[src/rtl/blss_pkg.sv]
`timescale 1ns / 1ps
// ----------------------------------------------------------------------------
// blss_pkg
// Shared sizes, request and status codes, cell commands and the control
// struct that the sequencer drives along the row of list cells.
// ----------------------------------------------------------------------------
package blss_pkg;

    localparam int DEPTH    = 32;
    localparam int CNT_W    = $clog2(DEPTH + 1);
    localparam int DATA_W   = 32;
    localparam int FUNC_W   = 3;
    localparam int STATUS_W = 2;
    localparam int COUNT_W  = 6;

    // request codes
    localparam logic [FUNC_W-1:0] FN_APPEND  = 3'd0;
    localparam logic [FUNC_W-1:0] FN_REMOVE  = 3'd1;
    localparam logic [FUNC_W-1:0] FN_SORT    = 3'd2;
    localparam logic [FUNC_W-1:0] FN_CLEAR   = 3'd3;
    localparam logic [FUNC_W-1:0] FN_SEARCH  = 3'd4;
    localparam logic [FUNC_W-1:0] FN_READOUT = 3'd5;

    // result status codes
    localparam logic [STATUS_W-1:0] ST_OK       = 2'd0;
    localparam logic [STATUS_W-1:0] ST_NOTFOUND = 2'd1;
    localparam logic [STATUS_W-1:0] ST_FULL     = 2'd2;
    localparam logic [STATUS_W-1:0] ST_EMPTY    = 2'd3;

    // cell commands
    localparam int OP_W = 3;
    localparam logic [OP_W-1:0] OP_HOLD   = 3'd0;
    localparam logic [OP_W-1:0] OP_APPEND = 3'd1;
    localparam logic [OP_W-1:0] OP_ROTATE = 3'd2;
    localparam logic [OP_W-1:0] OP_DROP   = 3'd3;
    localparam logic [OP_W-1:0] OP_SORT   = 3'd4;

    typedef struct packed {
        logic [OP_W-1:0]          op;
        logic                     phase;
        logic [CNT_W-1:0]         fill;
        logic signed [DATA_W-1:0] value;
    } cell_ctrl_t;

endpackage

[src/rtl/blss_seq.sv]
`timescale 1ns / 1ps
// ----------------------------------------------------------------------------
// blss_seq
// Request sequencer: decodes a request, steps the cell row one move per cycle
// unless the output stalls, keeps the fill count, drives the result register.
// ----------------------------------------------------------------------------
module blss_seq import blss_pkg::*; (
    input  logic                       aclk,
    input  logic                       aresetn,
    input  logic                       s_tvalid,
    output logic                       s_tready,
    input  logic [FUNC_W-1:0]          s_func,
    input  logic signed [DATA_W-1:0]   s_value,
    output logic                       m_tvalid,
    input  logic                       m_tready,
    output logic [STATUS_W-1:0]        m_status,
    output logic signed [DATA_W-1:0]   m_entry,
    output logic [COUNT_W-1:0]         m_count,
    output logic                       m_last,
    input  logic signed [DATA_W-1:0]   head_entry,
    output cell_ctrl_t                 ctrl
);

    localparam logic [2:0] S_IDLE = 3'd0;
    localparam logic [2:0] S_EXEC = 3'd1;
    localparam logic [2:0] S_WALK = 3'd2;
    localparam logic [2:0] S_SORT = 3'd3;
    localparam logic [2:0] S_DONE = 3'd4;

    logic [2:0]               state_reg, state_next;
    logic [FUNC_W-1:0]        func_reg, func_next;
    logic signed [DATA_W-1:0] value_reg, value_next;
    logic [CNT_W-1:0]         fill_reg, fill_next;
    logic [CNT_W-1:0]         k_reg, k_next;
    logic [CNT_W-1:0]         n_reg, n_next;
    logic                     found_reg, found_next;
    logic [STATUS_W-1:0]      status_reg, status_next;
    logic                     m_tvalid_reg, m_tvalid_next;
    logic [STATUS_W-1:0]      m_status_reg, m_status_next;
    logic signed [DATA_W-1:0] m_entry_reg, m_entry_next;
    logic [COUNT_W-1:0]       m_count_reg, m_count_next;
    logic                     m_last_reg, m_last_next;

    logic             out_free;
    logic             last_step;
    logic             match;
    logic [CNT_W-1:0] k_inc;

    assign out_free  = !m_tvalid_reg || m_tready;
    assign k_inc     = CNT_W'(k_reg + 1'b1);
    assign last_step = (k_inc == n_reg);
    assign match     = (head_entry == value_reg);
    assign s_tready  = (state_reg == S_IDLE);

    always_comb begin
        state_next    = state_reg;
        func_next     = func_reg;
        value_next    = value_reg;
        fill_next     = fill_reg;
        k_next        = k_reg;
        n_next        = n_reg;
        found_next    = found_reg;
        status_next   = status_reg;
        m_tvalid_next = m_tvalid_reg;
        m_status_next = m_status_reg;
        m_entry_next  = m_entry_reg;
        m_count_next  = m_count_reg;
        m_last_next   = m_last_reg;
        ctrl.op       = OP_HOLD;
        ctrl.phase    = k_reg[0];
        ctrl.fill     = fill_reg;
        ctrl.value    = value_reg;

        if (m_tvalid_reg && m_tready) begin
            m_tvalid_next = 1'b0;
        end

        case (state_reg)
            S_IDLE: begin
                if (s_tvalid) begin
                    func_next  = s_func;
                    value_next = s_value;
                    state_next = S_EXEC;
                end
            end
            S_EXEC: begin
                k_next     = '0;
                n_next     = fill_reg;
                found_next = 1'b0;
                state_next = S_DONE;
                case (func_reg)
                    FN_APPEND: begin
                        if (fill_reg == CNT_W'(DEPTH)) begin
                            status_next = ST_FULL;
                        end else begin
                            ctrl.op     = OP_APPEND;
                            fill_next   = CNT_W'(fill_reg + 1'b1);
                            status_next = ST_OK;
                        end
                    end
                    FN_REMOVE, FN_SEARCH: begin
                        status_next = ST_NOTFOUND;
                        if (fill_reg != '0) begin
                            state_next = S_WALK;
                        end
                    end
                    FN_SORT: begin
                        status_next = ST_OK;
                        if (fill_reg > CNT_W'(1)) begin
                            state_next = S_SORT;
                        end
                    end
                    FN_CLEAR: begin
                        fill_next   = '0;
                        status_next = ST_OK;
                    end
                    FN_READOUT: begin
                        status_next = ST_EMPTY;
                        if (fill_reg != '0) begin
                            state_next = S_WALK;
                        end
                    end
                    default: begin
                        status_next = ST_OK;
                    end
                endcase
            end
            S_WALK: begin
                if (func_reg == FN_READOUT) begin
                    if (out_free) begin
                        ctrl.op       = OP_ROTATE;
                        m_tvalid_next = 1'b1;
                        m_status_next = ST_OK;
                        m_entry_next  = head_entry;
                        m_count_next  = COUNT_W'(fill_reg);
                        m_last_next   = last_step;
                        k_next        = k_inc;
                        if (last_step) begin
                            state_next = S_IDLE;
                        end
                    end
                end else begin
                    if (func_reg == FN_REMOVE && match && !found_reg) begin
                        ctrl.op   = OP_DROP;
                        fill_next = CNT_W'(fill_reg - 1'b1);
                    end else begin
                        ctrl.op = OP_ROTATE;
                    end
                    found_next = found_reg | match;
                    k_next     = k_inc;
                    if (last_step) begin
                        status_next = (found_reg | match) ? ST_OK : ST_NOTFOUND;
                        state_next  = S_DONE;
                    end
                end
            end
            S_SORT: begin
                ctrl.op = OP_SORT;
                k_next  = k_inc;
                if (last_step) begin
                    state_next = S_DONE;
                end
            end
            S_DONE: begin
                if (out_free) begin
                    m_tvalid_next = 1'b1;
                    m_status_next = status_reg;
                    m_entry_next  = '0;
                    m_count_next  = COUNT_W'(fill_reg);
                    m_last_next   = 1'b1;
                    state_next    = S_IDLE;
                end
            end
            default: begin
                state_next = S_IDLE;
            end
        endcase
    end

    always_ff @(posedge aclk) begin
        if (!aresetn) begin
            state_reg    <= S_IDLE;
            fill_reg     <= '0;
            m_tvalid_reg <= 1'b0;
        end else begin
            state_reg    <= state_next;
            fill_reg     <= fill_next;
            m_tvalid_reg <= m_tvalid_next;
        end
    end

    always_ff @(posedge aclk) begin
        func_reg     <= func_next;
        value_reg    <= value_next;
        k_reg        <= k_next;
        n_reg        <= n_next;
        found_reg    <= found_next;
        status_reg   <= status_next;
        m_status_reg <= m_status_next;
        m_entry_reg  <= m_entry_next;
        m_count_reg  <= m_count_next;
        m_last_reg   <= m_last_next;
    end

    assign m_tvalid = m_tvalid_reg;
    assign m_status = m_status_reg;
    assign m_entry  = m_entry_reg;
    assign m_count  = m_count_reg;
    assign m_last   = m_last_reg;

endmodule

[config.mk]
export PLATFORM = sky130hd
export DESIGN_NAME = blss_seq
export DESIGN_NICKNAME = d
export VERILOG_FILES = /design/src/rtl/blss_pkg.sv /design/src/rtl/blss_seq.sv
export SDC_FILE = /design/constraint.sdc
export NUM_CORES = 1
export LEC_CHECK = 0
export BUFFER_PORTS_ARGS = -buffer_cell sky130_fd_sc_hd__buf_2
export CAP_MARGIN = 20
export CORE_MARGIN = 5
export CORE_UTILIZATION = 45
export DETAILED_ROUTE_END_ITERATION = 7
export GPL_ROUTABILITY_DRIVEN = 0
export PLACE_DENSITY = 0.83
export SLEW_MARGIN = 20
export SYNTH_ARGS = -nofsm -noshare
export SYNTH_HDL_FRONTEND = slang
export SYNTH_SLANG_ARGS = --single-unit
[constraint.sdc]
create_clock -name aclk -period 2.9 [get_ports aclk]
set_input_delay 0 -clock aclk [delete_from_list [all_inputs] [get_ports aclk]]
set_output_delay 0 -clock aclk [all_outputs]
set_load 0.02 [all_outputs]
* Word-level counts from Yosys, hierarchy flattened
Index checks and enable logic that the tools add are counted.
** Word-level totals
- Memories :: 0
- Latch bits :: 0
- Memory bits (writable) :: 0
- Bits in registers :: 101
- Logic and storage cells :: 114
- Bits in read-only memories :: 0
- Input bits :: 71
- Output and inout port bits :: 85
** Cells by class
- Equality and inequality tests :: 23
- Shift operators :: 0
- Bitwise logic cells :: 1
- Reduce and logical (&&, ||, !) cells :: 22
- Mux-type cells :: 51
- $mul :: 0
- $lt $le $gt $ge :: 1
- Div/mod/pow operators :: 0
- Add/subtract/negate cells :: 3
** Operators by type and width (count)
- 32-bit 2-to-1 mux :: 3
- 32-bit case mux with 2 select lines :: 1
- 6-bit 2-to-1 mux :: 7
- 6-bit case mux with 2 select lines :: 3
- 32-bit equality test :: 1
- 3-bit 2-to-1 mux :: 9
- 6-bit case mux with 3 select lines :: 1
- 3-bit case mux with 5 select lines :: 1
- 2-bit 2-to-1 mux :: 7
- 2-bit != test (second input constant) :: 7
- 6-bit by 1-bit adder with 6-bit output (second input constant) :: 2
- 3-bit by 2-bit equality test with 1-bit output (second input constant) :: 4
- 1-bit 2-to-1 mux :: 11
- 3-bit equality test (second input constant) :: 3
- 3-bit != test (second input constant) :: 3
- 3-bit case mux with 3 select lines :: 1
- 2-bit case mux with 2 select lines :: 2
- 2-bit AND reduction :: 4
- 4-bit AND reduction :: 2
- 3-bit by 1-bit equality test with 1-bit output (second input constant) :: 2
- 6-bit equality test :: 1
- 6-bit equality test (second input constant) :: 1
- 6-bit by 1-bit > comparator with 1-bit output (second input constant) :: 1
- 3-bit zero test :: 2
- other kinds (16) :: 22

* Logic depth before layout (Yosys ltp)
- Word-level depth :: 6
- Gate-level depth with buffers :: 8
- Mapped depth without buffers :: 7

* Worst setup path before layout
OpenSTA, ideal clock, no wires.
- Kind :: register to register
- From :: register state_reg[2]
- To :: register m_entry_reg[0] (netlist: m_entry[0]) (enable)
- Data required time :: 2.473 ns
- Arrival :: 2.530 ns
- Period minus slack after synthesis :: 2.957 ns
- Setup time :: 0.427 ns
- Buffers on the path :: 1
- Cell stages (with the launch flop) :: 6
- Setup slack :: -0.057 ns
- Path through :: dfxtp_1 clkbuf_8 inv_2 nor3_2 a31oi_1 nor2_1
** Between the ends
- Longest elaborated chain between the ends :: 3
- Elaborated cells between the ends (all ways) :: 7
- Classes of those cells :: eq/ne: 5; reduce/logical: 2
** RTL lines
- from (decl) :: RTL line blss_seq.sv:30 : logic [2:0] state_reg, state_next;
- from (signal assigned) :: RTL line blss_seq.sv:186 : state_reg <= state_next;
- 3-bit by 2-bit equality test with 1-bit output or 3-bit equality test (tied branches) :: RTL line blss_seq.sv:78 : case (state_reg)
- 2-bit != test (no source line) or 2-bit nonzero test (tied branches)
- 4-bit AND reduction (no source line) *
- to (signal assigned) :: RTL line blss_seq.sv:200 : m_entry_reg <= m_entry_next;
- to (decl) :: RTL line blss_seq.sv:40 : logic signed [DATA_W-1:0] m_entry_reg, m_entry_next;
Mark *: on every way between the ends. The rest lies on a longest branch, timed or not.
A chain may end at the register's enable or synchronous reset.

==> out/results.txt <==
Fin nets -> 633
Reg area -> 0.00293 mm²
WHS -> 0.130 ns
Clock sink total -> 101
Total track usage -> 0.203
Crit path DAT -> 2.45 ns
Via/cell ratio -> 5.04
Area delta synth->final -> 39.6%
Critical path peak fanout -> 3
Unrepaired setup endpoints after global routing -> no
First-pass GRT wire length -> 18.4 mm
Syn Area/Cell -> 13.5 µm²
F_max -> 408 MHz
Total CTS buffers -> 9
Layout cells sized above 1 -> 0.330
Cell count after placement -> 611
Root Buffer -> clkbuf_8
Element type at the critical path end -> output port
Critical-path cell list -> xor2_1 -> nor4_2 -> nand4_1 -> nor4_1 -> nor2_1 -> nor2_1 -> buf_2
First drt pass iteration count -> 5
Synthesized area -> 0.00451 mm²
VDD IR-drop max -> 0.000355 V
Sequential share of the synthesized area -> 0.651
Worst rel slew slack -> 0.585
FF+latch count, synth -> 101
Number of routed nets with antenna violations -> 0
CTS tree -> built
Std-Cell Rows -> 36
Final Slew Violations -> 0
Crit path required time -> 2.90 ns
Worst setup SP type -> register
Vias -> 3505
Min Tclk post-route -> 2.45 ns
Non-filler cells, final -> 696
Grt total ovfl -> 0
EDFF count, synth -> 91
WHS Path Cells -> 5
Cell accounting for the most synthesized area -> edfxtp_1
Clock slew at reported path FFs -> 0.10 ns
Worst skew pair latency -> 0.36 ns
Final setup violation count -> 0
Final HPWL DP -> 8.28 mm
Worst-margin pin slew -> 0.620 ns
IO buf count -> 155
Post_cts resized -> 0
Die W -> 110 µm
Crit path top cell by count -> nor2_1
Clock Skews -> 0.0117 ns
Run status -> complete, no violations
R2R depth -> 6
WL/cell -> 17.3 µm
Synth Flop Type -> edfxtp_1
H-tree Lvls -> 3
# IOs -> 156
Deepest clock path buffer count -> 2
Largest cells by area after synthesis -> edfxtp_1 (61%), xor2_1 (7.4%), nor2b_1 (4.9%)
Period utilization -> 0.846
Largest stage delay on the critical path -> 0.45 ns
Core ar. -> 0.00977 mm²
First DRT Iteration DRCs -> 190
Number of max-cap violations -> 0
Routed WL -> 12.0 mm
Die Y -> 110 µm
Vias in the first global route -> 3548
Cell variety after synth -> 53
Fillers -> 719
Hold Violations, Final -> 0
Post-Syn Nets -> 408
PD cells -> 507 mW/mm²
Worst Hold Class -> in -> reg
Critical path class -> reg -> out
Area share of the largest cell type after synthesis -> 0.606
Initial antenna violation count -> 0
Setup TNS -> 0 ns
Largest net degree at the start of global routing -> 37
Synth warn -> 0
# diodes -> 0
Drc violations -> 0
Area of the multi-input gates -> 0.00147 mm²
Post-Synthesis Cells -> 333
CP max-delay cell -> nor4_1
Initial core utilization -> 0.461
Die Area -> 0.0121 mm²
Leak -> 0.00250 µW
Synth async-reset ratio -> 0
## synthesized netlist by cell type, drive strengths merged (5+ instances only)
master  count
nor3        5
and2        6
inv         6
edfxtp     91
o21ai       6
clkbuf     10
nor2b      36
dfxtp      10
nand3       9
a21oi       5
nor2       24
xor2       38
nand2      19
nor4       11
## per-layer routing
metal / global-route usage / wire [µm] / part of all wire
met1: 0.229 / 4490 / 0.37
met2: 0.373 / 6560 / 0.55
met3: 0.0390 / 562 / 0.047
met4: 0.0846 / 391 / 0.033
met5: 0 / 0 / 0
## cells by family (layout without fill, tap and decap cells)
kind of cell,count (synthesis),count (layout),synth area share
AO/OA/AOI/OAI,37,37,0.0625
XOR/XNOR,42,42,0.0816
adder cells (fa/ha/maj),4,4,0.0111
buffers and inverters,20,250,0.0264
flip-flops,101,101,0.651
multiplexers,4,4,0.00889
AND/OR/NAND/NOR,125,125,0.159
## cell usage in the layout (no fill, tap or decap), drive strengths merged, types with 3 or more instances in the layout
cell,count
nand4,3
o32ai,3
inv,8
nand2b,3
a21oi,5
nand2,19
dlygate4sd3,69
clkbuf,12
xnor2,4
nor3,5
nor4,11
nor2,24
dfxtp,10
buf,159
ha,4
o21ai,6
and2,6
nand3,9
o221ai,4
xor2,38
mux2i,4
nor2b,36
edfxtp,91
## critical path, delay by kind of cell, from the launching register on
kind / cells / cell delay, ns
and+or+nand+nor: 5 / 1.29
DFF: 1 / 0.43
xor gates and xnor gates: 1 / 0.20
buffers and inverters: 1 / 0.18
## final timing paths
kind,from,to,slack [ns]
max,value_reg[25],ctrl[39],0.45
min,s_tvalid,state_reg[0],0.13
max reg2reg,value_reg[25],fill_reg[5],0.65
min reg2reg,status_reg[0],m_status[0],0.53
## final cells by class
cell class / instances / share of cell area
Sequential cell: 101 / 0.466
Tap cell: 133 / 0.0265
Inverter: 6 / 0.00358
Clock inverter: 4 / 0.00875
Timing Repair Buffer: 228 / 0.240
Clock buffer: 12 / 0.0215
Multi-Input combinational cell: 212 / 0.234
## power by group
part | switching (µW) | internal, µW
Clock | 473 | 407
Combinational | 312 | 231
Sequential | 63.8 | 1710
Total | 848 | 2340
## through the flow
stage	area, µm²	power [µW]	utilization	setup slack [ns]
finish	6290	3190	0.643	0.447
global route	6290	3330	0.643	0.180
CTS	6280	3200	0.642	0.367
detailed placement	5410	2270	0.553	0.644
global placement	5410	2250	0.553	0.693
floorplan	4510	2080	-	0.483
## what timing repair did
item	in CTS	in global routing
buffers inserted	0	0
hold buffers	68	1
endpoints found under the hold margin	71	1
(Power assumes the default switching activity.)
