$ cat config.mk
export PLATFORM = sky130hd
export DESIGN_NAME = blss_cell
export DESIGN_NICKNAME = d
export VERILOG_FILES = /design/src/rtl/blss_pkg.sv /design/src/rtl/blss_cell.sv
export SDC_FILE = /design/constraint.sdc
export NUM_CORES = 1
export LEC_CHECK = 0
export BUFFER_PORTS_ARGS = -buffer_cell sky130_fd_sc_hd__buf_2
export CAP_MARGIN = 20
export CORE_MARGIN = 10
export CORE_UTILIZATION = 44
export DETAILED_ROUTE_END_ITERATION = 6
export GPL_ROUTABILITY_DRIVEN = 0
export HOLD_SLACK_MARGIN = 0.12
export PLACE_DENSITY = 0.87
export SYNTH_ARGS = -nofsm -noshare
export SYNTH_HDL_FRONTEND = slang
export SYNTH_SLANG_ARGS = --single-unit
export TNS_END_PERCENT = 100
$ cat constraint.sdc
create_clock -name aclk -period 3.8 [get_ports aclk]
set_input_delay 0.76 -clock aclk [delete_from_list [all_inputs] [get_ports aclk]]
set_output_delay 0.76 -clock aclk [all_outputs]
set_load 0.005 [all_outputs]
$ cat src/rtl/blss_pkg.sv
`timescale 1ns / 1ps
// ----------------------------------------------------------------------------
// blss_pkg
// Shared sizes, request and status codes, cell commands and the control
// struct that the sequencer drives along the row of list cells.
// ----------------------------------------------------------------------------
package blss_pkg;

    localparam int DEPTH    = 32;
    localparam int CNT_W    = $clog2(DEPTH + 1);
    localparam int DATA_W   = 32;
    localparam int FUNC_W   = 3;
    localparam int STATUS_W = 2;
    localparam int COUNT_W  = 6;

    // request codes
    localparam logic [FUNC_W-1:0] FN_APPEND  = 3'd0;
    localparam logic [FUNC_W-1:0] FN_REMOVE  = 3'd1;
    localparam logic [FUNC_W-1:0] FN_SORT    = 3'd2;
    localparam logic [FUNC_W-1:0] FN_CLEAR   = 3'd3;
    localparam logic [FUNC_W-1:0] FN_SEARCH  = 3'd4;
    localparam logic [FUNC_W-1:0] FN_READOUT = 3'd5;

    // result status codes
    localparam logic [STATUS_W-1:0] ST_OK       = 2'd0;
    localparam logic [STATUS_W-1:0] ST_NOTFOUND = 2'd1;
    localparam logic [STATUS_W-1:0] ST_FULL     = 2'd2;
    localparam logic [STATUS_W-1:0] ST_EMPTY    = 2'd3;

    // cell commands
    localparam int OP_W = 3;
    localparam logic [OP_W-1:0] OP_HOLD   = 3'd0;
    localparam logic [OP_W-1:0] OP_APPEND = 3'd1;
    localparam logic [OP_W-1:0] OP_ROTATE = 3'd2;
    localparam logic [OP_W-1:0] OP_DROP   = 3'd3;
    localparam logic [OP_W-1:0] OP_SORT   = 3'd4;

    typedef struct packed {
        logic [OP_W-1:0]          op;
        logic                     phase;
        logic [CNT_W-1:0]         fill;
        logic signed [DATA_W-1:0] value;
    } cell_ctrl_t;

endpackage

$ cat src/rtl/blss_cell.sv
`timescale 1ns / 1ps
// ----------------------------------------------------------------------------
// blss_cell
// One list slot: holds an entry, takes the tail write, shifts from its right
// neighbour for walks and removal, and does a compare-exchange for sorting.
// ----------------------------------------------------------------------------
module blss_cell import blss_pkg::*; (
    input  logic                     aclk,
    input  cell_ctrl_t               ctrl,
    input  logic [CNT_W-1:0]         index,
    input  logic signed [DATA_W-1:0] left_entry,
    input  logic signed [DATA_W-1:0] right_entry,
    input  logic signed [DATA_W-1:0] head_entry,
    input  logic                     left_swap,
    output logic signed [DATA_W-1:0] entry,
    output logic                     swap_out
);

    logic signed [DATA_W-1:0] entry_reg;
    logic signed [DATA_W-1:0] entry_next;
    logic [CNT_W-1:0]         index_inc;
    logic                     left_role;

    assign index_inc = CNT_W'(index + 1'b1);
    assign left_role = (index[0] == ctrl.phase);

    always_comb begin
        swap_out   = 1'b0;
        entry_next = entry_reg;
        case (ctrl.op)
            OP_APPEND: begin
                if (index == ctrl.fill) begin
                    entry_next = ctrl.value;
                end
            end
            OP_ROTATE: begin
                if (index_inc == ctrl.fill) begin
                    entry_next = head_entry;
                end else if (index_inc < ctrl.fill) begin
                    entry_next = right_entry;
                end
            end
            OP_DROP: begin
                if (index_inc < ctrl.fill) begin
                    entry_next = right_entry;
                end
            end
            OP_SORT: begin
                if (left_role) begin
                    if (index_inc < ctrl.fill && entry_reg > right_entry) begin
                        swap_out   = 1'b1;
                        entry_next = right_entry;
                    end
                end else if (left_swap) begin
                    entry_next = left_entry;
                end
            end
            default: begin
                entry_next = entry_reg;
            end
        endcase
    end

    always_ff @(posedge aclk) begin
        entry_reg <= entry_next;
    end

    assign entry = entry_reg;

endmodule

After elaboration in Yosys (flattened, before gate mapping)
Index checks and enable logic that the tools add are counted.
{ "classes": {"n_addsub": 1, "n_lt_le_gt_ge": 2, "eq_ne": 10, "mux": 10, "reduce_logical": 3} }
{ "op_table": {"columns": ["op", "count"], "rows": [
  ["two-way mux 32 bit", 6],
  ["case mux 32 bit (4 select lines)", 1],
  ["greater-than comparator 32 bit", 1],
  ["equality test 6 bit", 2],
  ["adder 6 x 1 -> 6 bit (second input constant)", 1],
  ["equality test 3 x 2 -> 1 bit (second input constant)", 2],
  ["< comparator 6 bit", 1],
  ["inequality test 3 bit (second input constant)", 2],
  ["AND reduction 4 bit", 1],
  ["nonzero test 4 bit", 1],
  ["equality test 3 x 1 -> 1 bit (second input constant)", 1],
  ["equality test 3 bit (second input constant)", 1],
  ["two-way mux 1 bit", 3],
  ["inequality test 2 bit (second input constant)", 1],
  ["equality test 1 bit", 1],
  ["logical AND 1 bit", 1]
]} }
{ "totals": {"register_bits": 32, "input_bits": 146, "out_inout_bits": 33} }

Depth between registers and ports, before layout
Gate-level depths: netlist (run 1).
{ "depth": {"ltp_word": 6, "depth_mapped": 11, "ltp_nobuf": 10} }

Least setup slack after synthesis (run 1)
No wires, ideal clock.
{ "synth_timing": {"path_kind": "in2reg", "start": "in index[0]", "end": "reg entry_reg[0] (netlist: entry[0]), enable pin", "setup_ps": 394, "arrival_time_ps": 3388, "slack_ps": 18, "path_stages": 10, "path_cell_list": "ha_1 -> nand3_1 -> xnor2_1 -> ha_1 -> or2_1 -> a21oi_2 -> a21oi_4 -> buf_6 -> or4_4 -> nand3_1"} }
{ "synth_between": {"elab_chain_len": 5, "word_cells_on_any_way": 9} }
{ "synth_lines": {"columns": ["element", "line", "rtl"], "rows": [
  ["start: declaration", "blss_cell.sv:10", "input logic [CNT_W-1:0] index,"],
  ["adder 6 x 1 -> 6 bit", "blss_cell.sv:24", "assign index_inc = CNT_W'(index + 1'b1);"],
  ["< comparator 6 bit", "blss_cell.sv:39, blss_cell.sv:44, blss_cell.sv:50", null],
  ["logical AND 1 bit", "blss_cell.sv:50", "if (index_inc < ctrl.fill && entry_reg > right_entry) begin"],
  ["inequality test 3 bit (no source line)", null, null],
  ["AND reduction 4 bit (no source line) (*)", null, null],
  ["end signal: assignment", "blss_cell.sv:65", "entry_reg <= entry_next;"],
  ["end: declaration", "blss_cell.sv:19", "logic signed [DATA_W-1:0] entry_reg;"]
]} }
Mark *: on every way between the ends. The rest lies on a longest branch, timed or not.
A chain may end at the register's enable or synchronous reset.

Final worst setup path (run 1)
{ "layout_timing": {"start": "in index[1]", "end": "out swap_out"} }
{ "layout_between": {"elab_chain_len": 6} }
{ "layout_lines": {"columns": ["element", "line", "rtl"], "rows": [
  ["adder 6 x 1 -> 6 bit", "blss_cell.sv:24", null],
  ["< comparator 6 bit", "blss_cell.sv:50", null],
  ["logical AND 1 bit", "blss_cell.sv:50", null],
  ["two-way mux 1 bit", "blss_cell.sv:50", null],
  ["two-way mux 1 bit", "blss_cell.sv:49", "if (left_role) begin"],
  ["two-way mux 1 bit", "blss_cell.sv:30", "case (ctrl.op)"],
  ["end: declaration", "blss_cell.sv:16", "output logic swap_out"]
]} }
Every way passes these cells.

==> results of run 1 <==
==> cells in the final DEF (no fill, tap or decap), types with 2 or more instances in the layout <==
cell type	netlist	routed
buf_2	9	178
a21oi_1	77	77
nand2_1	74	73
ha_1	39	39
nor2_1	39	38
inv_1	37	37
edfxtp_1	32	32
mux2_4	27	27
a221oi_2	27	27
buf_4	0	13
nand4_1	10	10
nand3_1	7	6
xor2_1	6	5
mux2_2	5	5
a221oi_1	5	5
clkbuf_8	0	5
xnor2_1	5	4
nor4_1	4	4
o21ai_0	3	3
o211ai_1	3	3
nor2b_4	1	2
==> metal layers <==
| layer | vias up | track usage |
|---|---|---|
| met2 | 191 | 0.3588 |
| met1 | 1922 | 0.2275 |
| met5 | - | 0 |
| met3 | 20 | 0.05879 |
| li1 | 1989 | - |
| met4 | 0 | 0.05096 |
==> kinds of logic (layout without fill, tap and decap cells) <==
kind of cell / Yosys count / in the layout / share of synthesized area
adders and majority gates: 39 / 39 / 0.1257
AOI/OAI and AO/OA: 127 / 127 / 0.2533
buffers and inverters: 62 / 235 / 0.06864
xor gates and xnor gates: 11 / 11 / 0.02481
and+or+nand+nor: 144 / 144 / 0.1611
DFF: 32 / 32 / 0.2475
muxes: 32 / 32 / 0.1189
==> metrics by stage <==
step                std cells  setup slack [ns]  hold WS, ns  power (mW)  instance area [sq um]
finish                    728            0.1999       0.8042       1.331                   5005
global route              728            0.1252       0.7837       1.421                   5005
CTS                       728            0.2195       0.7894       1.340                   5005
detailed placement        721            0.2242       0.8113       1.078                   4927
global placement          721            0.2981       0.8029       1.050                   4927
floorplan                 447           0.01751       0.7919      0.8534                   3882
==> worst max path at each step <==
| stage | from | to | slack (ns) | depth (start not counted) |
|---|---|---|---|---|
| 3_3_place_gp | index[1] | swap_out | 0.30 | 11 |
| 6_report | index[1] | swap_out | 0.20 | 11 |
| 4_1_cts | index[1] | swap_out | 0.22 | 11 |
| 3_5_place_dp | index[1] | swap_out | 0.22 | 11 |
| 2_1_floorplan | index[0] | entry[0] | 0.02 | 10 |
| 5_1_grt | index[1] | swap_out | 0.13 | 11 |
==> area by class of cell <==
class | instances | area (sq um) | share of cell area
inverter | 37 | 138.9 | 0.02775
clock buffer | 6 | 72.57 | 0.01450
multi-input combinational | 353 | 2704 | 0.5402
tap | 108 | 135.1 | 0.02700
clock inverter | 1 | 5.005 | 0.001000
timing repair buffer | 191 | 988.4 | 0.1975
sequential | 32 | 960.9 | 0.1920
==> critical path: cells and delay by family <==
kind / cells / cell delay, ns
fa+ha+maj: 2 / 0.49
buf+inv: 2 / 0.25
compound gates: 2 / 0.24
simple gates: 4 / 0.96
xor+xnor: 1 / 0.14
==> report_power, final <==
part | internal, mW | switching, mW
Combinational | 0.292 | 0.313
Clock | 0.125 | 0.135
Sequential | 0.437 | 0.0286
==> impl_results.md, run 1 <==
* Synth Flop Type: edfxtp_1
* First-pass GRT wire length at 21.69 mm
* Number of flip-flops in the largest register at 32
* Final setup vio count at 0
* Largest cells by area after synthesis: edfxtp_1 25%, ha_1 13%, a221oi_2 10%
* Layout cell share with drive strength beyond 1 at 0.4323
* CTS tree: built
* WHS Endpoint: entry[24]
* DIE HEIGHT at 113.9 um
* Wire length on met3 at approximately 1.1 mm
* Fmax at 277.8 MHz
* MaxCap Viol Count at 0
* First drt pass iteration count at 5
* Core box area at 0.008636 sq mm
* Reg clk slew, reported paths at ~0.080 ns
* Worst Clk Skew at between 0.008 and 0.009 ns
* Post-route ant nets at 0
* Nets at 805
* Hold WC Path Type: primary input to flop
* Leak at 2.436 nW
* Global route overflow at 0
* Seq/Total Area, Yosys at 0.2475
* RR Startpoint: entry[23]
* Worst path max stage delay at 0.53 ns
* WHS Path Cells at 3
* Synth Register Bits at 32
* Pin count of the biggest net entering global routing at 36
* Worst Setup End Kind: primary output
* CTS H-tree depth at 2
* Least-Margin Pin Slew at 0.6670 ns
* Row count at 34
* Top Layer Used: met4
* Total Routed Length at 13.62 mm
* Final Hold Viols at 0
* Layout area overhead at 28.91%
* Cts bufs inserted at 5
* CTS Hold Bufs at 0
* GRT Util Overall at 0.2009
* DR WL/cell at between 15 and 20 um
* CP Class: primary input to primary output
* Ant diodes at 0
* Syn_nets at 632
* Relative slew slack at 0.5538
* Root Buffer: clkbuf_8
* Die area at 0.01298 sq mm
* Worst R2R Setup Slack at 1.14 ns
* PortBufs at 178
* Clock Latency Late Sink at around 0.28 ns
* CTS resizes at 0
* Setup TNS at 0 ns
* Most common cell in the netlist: a21oi_1
* DR vias at between 4k and 5k
* IO Pins at between 150 and 200
* Power density cells at 266.0 mW/mm^2
* Post-CTS Repair Setup Buffers at 0
* Status: finished clean
* Max Buffers Root-to-Sink at 2
* DR vias/cell at 5.662
* Number of global-route vias before repair at 4502
* Top-area cell type share of the netlist area at 0.2475
* Reg2Reg Depth at 8
* Crit-path max FO at 4
* Unique masters post-synth at 41
* DIE WIDTH at 113.9 um
* Max rail drop VDD at ~0.13 mV
* Starting DRT DRC Count at 273
* Synth Area per Inst at 8.686 sq um
* Fin. max-slew vios at 0
* Req. time, crit path at 3.04 ns
* Met1 Wirelength at roughly 5.3 mm
* Initial antenna violation count at 0
* Final Critical Period at 3.600 ns
* Initial Util at 0.4496
* CTS Sinks at 32
* Crit path arrival time at 2.84 ns
* Reg2reg end: entry[7]
* Cells after Synth at around 450
* Min-Delay Startpoint: ctrl[24]
* Fin util at 0.5795
* Synthesized area at 0.003882 sq mm
* Worst path slowest cell: or4_4
* Ys async rst share at 0
* Post-DP HPWL at between 10 and 15 mm
* Yosys warnings at 0
* Critical path startpoint category: primary input
* DR WL met2 at roughly 7 mm
* Cells along the critical path: buf_2 > ha_1 > nand3_1 > xnor2_1 > ha_1 > or2_1 > a21oi_2 > a21oi_4 > or4_4 > nand2_1 > buf_2
* Synth area leader: edfxtp_1
* Fill cells at 763
* RSZ-0062 raised after global routing: false
* Final period util at 0.9474
* DRC viols at 0
* Top post-synthesis cells by count: 77 x a21oi_1, 74 x nand2_1, 39 x ha_1, 39 x nor2_1, 37 x inv_1
* Post-synth EDFFs at 32
No activity file was read; power rests on OpenSTA's default activity.
==> run 2: changes to the inputs <==
--- a/config.mk
+++ b/config.mk
@@ -13,6 +13,7 @@
 export GPL_ROUTABILITY_DRIVEN = 0
 export HOLD_SLACK_MARGIN = 0.12
 export PLACE_DENSITY = 0.87
+export REMOVE_ABC_BUFFERS = 1
 export SYNTH_ARGS = -nofsm -noshare
 export SYNTH_HDL_FRONTEND = slang
 export SYNTH_SLANG_ARGS = --single-unit
==> impl_results.md, run 2 (same netlist as run 1, synthesis figures left out) <==
* Status: finished clean
* Worst Clk Skew at 0.01059 ns (+0.001974 ns)
* Cts bufs inserted at 5 (unchanged)
* Cell family with most CP delay: simple AND/OR/NAND/NOR gates
* DR vias/cell at 5.691 (+0.51%)
* Reg2Reg Depth at 8 (unchanged)
* CTS resizes at 0 (unchanged)
* GRT Util Overall at 0.1942 (-0.006697)
* Post-DP HPWL at 10.63 mm (-1.8%)
* WHS Endpoint: entry[9]
* Post-CTS Repair Setup Buffers at 0 (unchanged)
* Levels on crit path at 11 (unchanged)
* Crit-path max FO at 6 (+2)
* Setup TNS at 0 ns (unchanged)
* Root Buffer: clkbuf_8
* MaxCap Viol Count at 0 (unchanged)
* Reg2reg end: entry[15]
* Fin. max-slew vios at 0 (unchanged)
* Pin count of the biggest net entering global routing at 36 (unchanged)
* Max rail drop VDD at 0.1183 mV (-11%)
* Fin util at 0.5822 (+0.002608)
* Cells along the critical path: buf_2 > ha_1 > nand3_1 > xnor2_1 > ha_1 > or2_1 > a21oi_2 > a21oi_4 > or4_4 > nand2_1 > buf_2
* Die area at 0.01298 sq mm (unchanged)
* Critical path buffers and inverters at 2 (unchanged)
* Worst R2R Setup Slack at 1.26 ns (+0.12 ns)
* Global route overflow at 0 (unchanged)
* Most common cell after layout, fill and taps aside: buf_2
* DIE HEIGHT at 113.9 um (unchanged)
* Layout cell share with drive strength beyond 1 at 0.4323 (unchanged)
* Number of global-route vias before repair at 4470 (-0.71%)
* Worst path slowest cell: or4_4
* Final Hold Viols at 0 (unchanged)
* DR vias at 4143 (+0.51%)
* Initial antenna violation count at 0 (unchanged)
* Nets at 804 (-0.12%)
* First-pass GRT wire length at 20.90 mm (-3.6%)
* Relative slew slack at 0.4106 (-0.1431)
* Layout area overhead at 29.49%
* Final setup vio count at 0 (unchanged)
* DIE WIDTH at 113.9 um (unchanged)
* Power density cells at 263.7 mW/mm^2 (-0.85%)
* Most frequent cells in the layout: 178 x buf_2, 77 x a21oi_1, 73 x nand2_1
* IO Pins at 179 (unchanged)
* PortBufs at 178 (unchanged)
* RSZ-0062 raised after global routing: false
* First drt pass iteration count at 5 (unchanged)
* CTS tree: built
* Initial Util at 0.4496 (unchanged)
* Fin area at 0.005027 sq mm (+0.45%)
* Reg clk slew, reported paths at 0.08 ns (about the same)
* Leak at 2.443 nW (+0.32%)
* Max Buffers Root-to-Sink at 2 (unchanged)
* Number of flip-flops in the largest register at 32 (unchanged)
* Post-route ant nets at 0 (unchanged)
* Fill cells at 755 (-1.0%)
* DR WL/cell at 18.27 um (-2.3%)
* Hold WC Path Type: primary input to flop
* Final period util at 0.9605 (+0.01315)
* Clock Latency Late Sink at 0.28 ns (about the same)
* CTS H-tree depth at 2 (unchanged)
* Req. time, crit path at 3.04 ns (about the same)
* DP Area at 0.004945 sq mm (+0.36%)
* WHS Path Cells at 3 (unchanged)
* Worst Setup End Kind: primary output
* Least-Margin Pin Slew at 0.8797 ns (+0.2128 ns)
* Starting DRT DRC Count at 266 (-2.6%)
* Worst path max stage delay at 0.53 ns (about the same)
* RR Startpoint: entry[31]
* Row count at 34 (unchanged)
* CTS Hold Bufs at 0 (unchanged)
* Core box area at 0.008636 sq mm (unchanged)
* Crit path arrival time at 2.89 ns (+0.05 ns)
* Ant diodes at 0 (unchanged)
* Final Critical Period at 3.650 ns (+0.04996 ns)
* CP Class: primary input to primary output
* DRC viols at 0 (unchanged)
* Total Power at 1.326 mW (-0.41%)
* Min-Delay Startpoint: ctrl[9]
* Total Routed Length at 13.30 mm (-2.3%)
* CTS Sinks at 32 (unchanged)
* Fmax at 274.0 MHz (-1.4%)
* Critical path startpoint category: primary input
run 2: cell types whose count changed in the layout (fill, tap and decap cells not counted), sizes merged:
cell,delta
clkinv,+2
clkbuf,-1
buf,-1
run 2: worst max path at each step:
| stage | slack, ns | start | endpoint |
|---|---|---|---|
| floorplan | -0.56 | index[0] | entry[9] |
| global placement | 0.20 | index[0] | swap_out |
| detailed placement | 0.14 | index[0] | swap_out |
| CTS | 0.14 | index[0] | swap_out |
| global route | 0.03 | index[0] | swap_out |
| finish | 0.15 | index[0] | swap_out |
run 2: worst register-to-register path, cell delays in order (launching register included):
cell	delay, ns
edfxtp_1	0.43
ha_1	0.36
nand4_1	0.19
nor2_1	0.09
a221oi_1	0.27
o211ai_1	0.15
or4_4	0.44
nand3_2	0.12
buf_12	0.20
run 2: metal layers:
| metal | vias to the layer above | share of wire | GRT usage |
|---|---|---|---|
| li1 | 1990 | - | - |
| met1 | 1900 | 0.37 | 0.2066 |
| met2 | 211 | 0.51 | 0.3447 |
| met3 | 42 | 0.091 | 0.05669 |
| met4 | 0 | 0.024 | 0.09023 |
| met5 | - | 0 | 0 |
run 2: cell type report:
type / count / area (sq um) / share of cell area
inverters: 37 / 138.9 / 0.02763
repair buffers: 190 / 1006 / 0.2001
clock buffers: 5 / 68.82 / 0.01369
clock inverters: 3 / 13.76 / 0.002738
well taps: 108 / 135.1 / 0.02688
flip-flops and latches: 32 / 960.9 / 0.1911
multi-input cells: 353 / 2704 / 0.5378
run 2: through the flow:
step | cells | setup slack (ns) | hold WS (ns)
after floorplan | 422 | -0.5632 | 0.7961
after global placement | 720 | 0.2033 | 0.7834
after detailed placement | 720 | 0.1418 | 0.8148
after CTS | 728 | 0.1371 | 0.7857
after global routing | 728 | 0.03420 | 0.7936
final | 728 | 0.1500 | 0.7981
run 2: report_power, final:
group,leakage (nW),switching [mW],internal (mW)
Clock,0.0453,0.131,0.124
Combinational,2.09,0.312,0.296
Sequential,0.305,0.0266,0.437
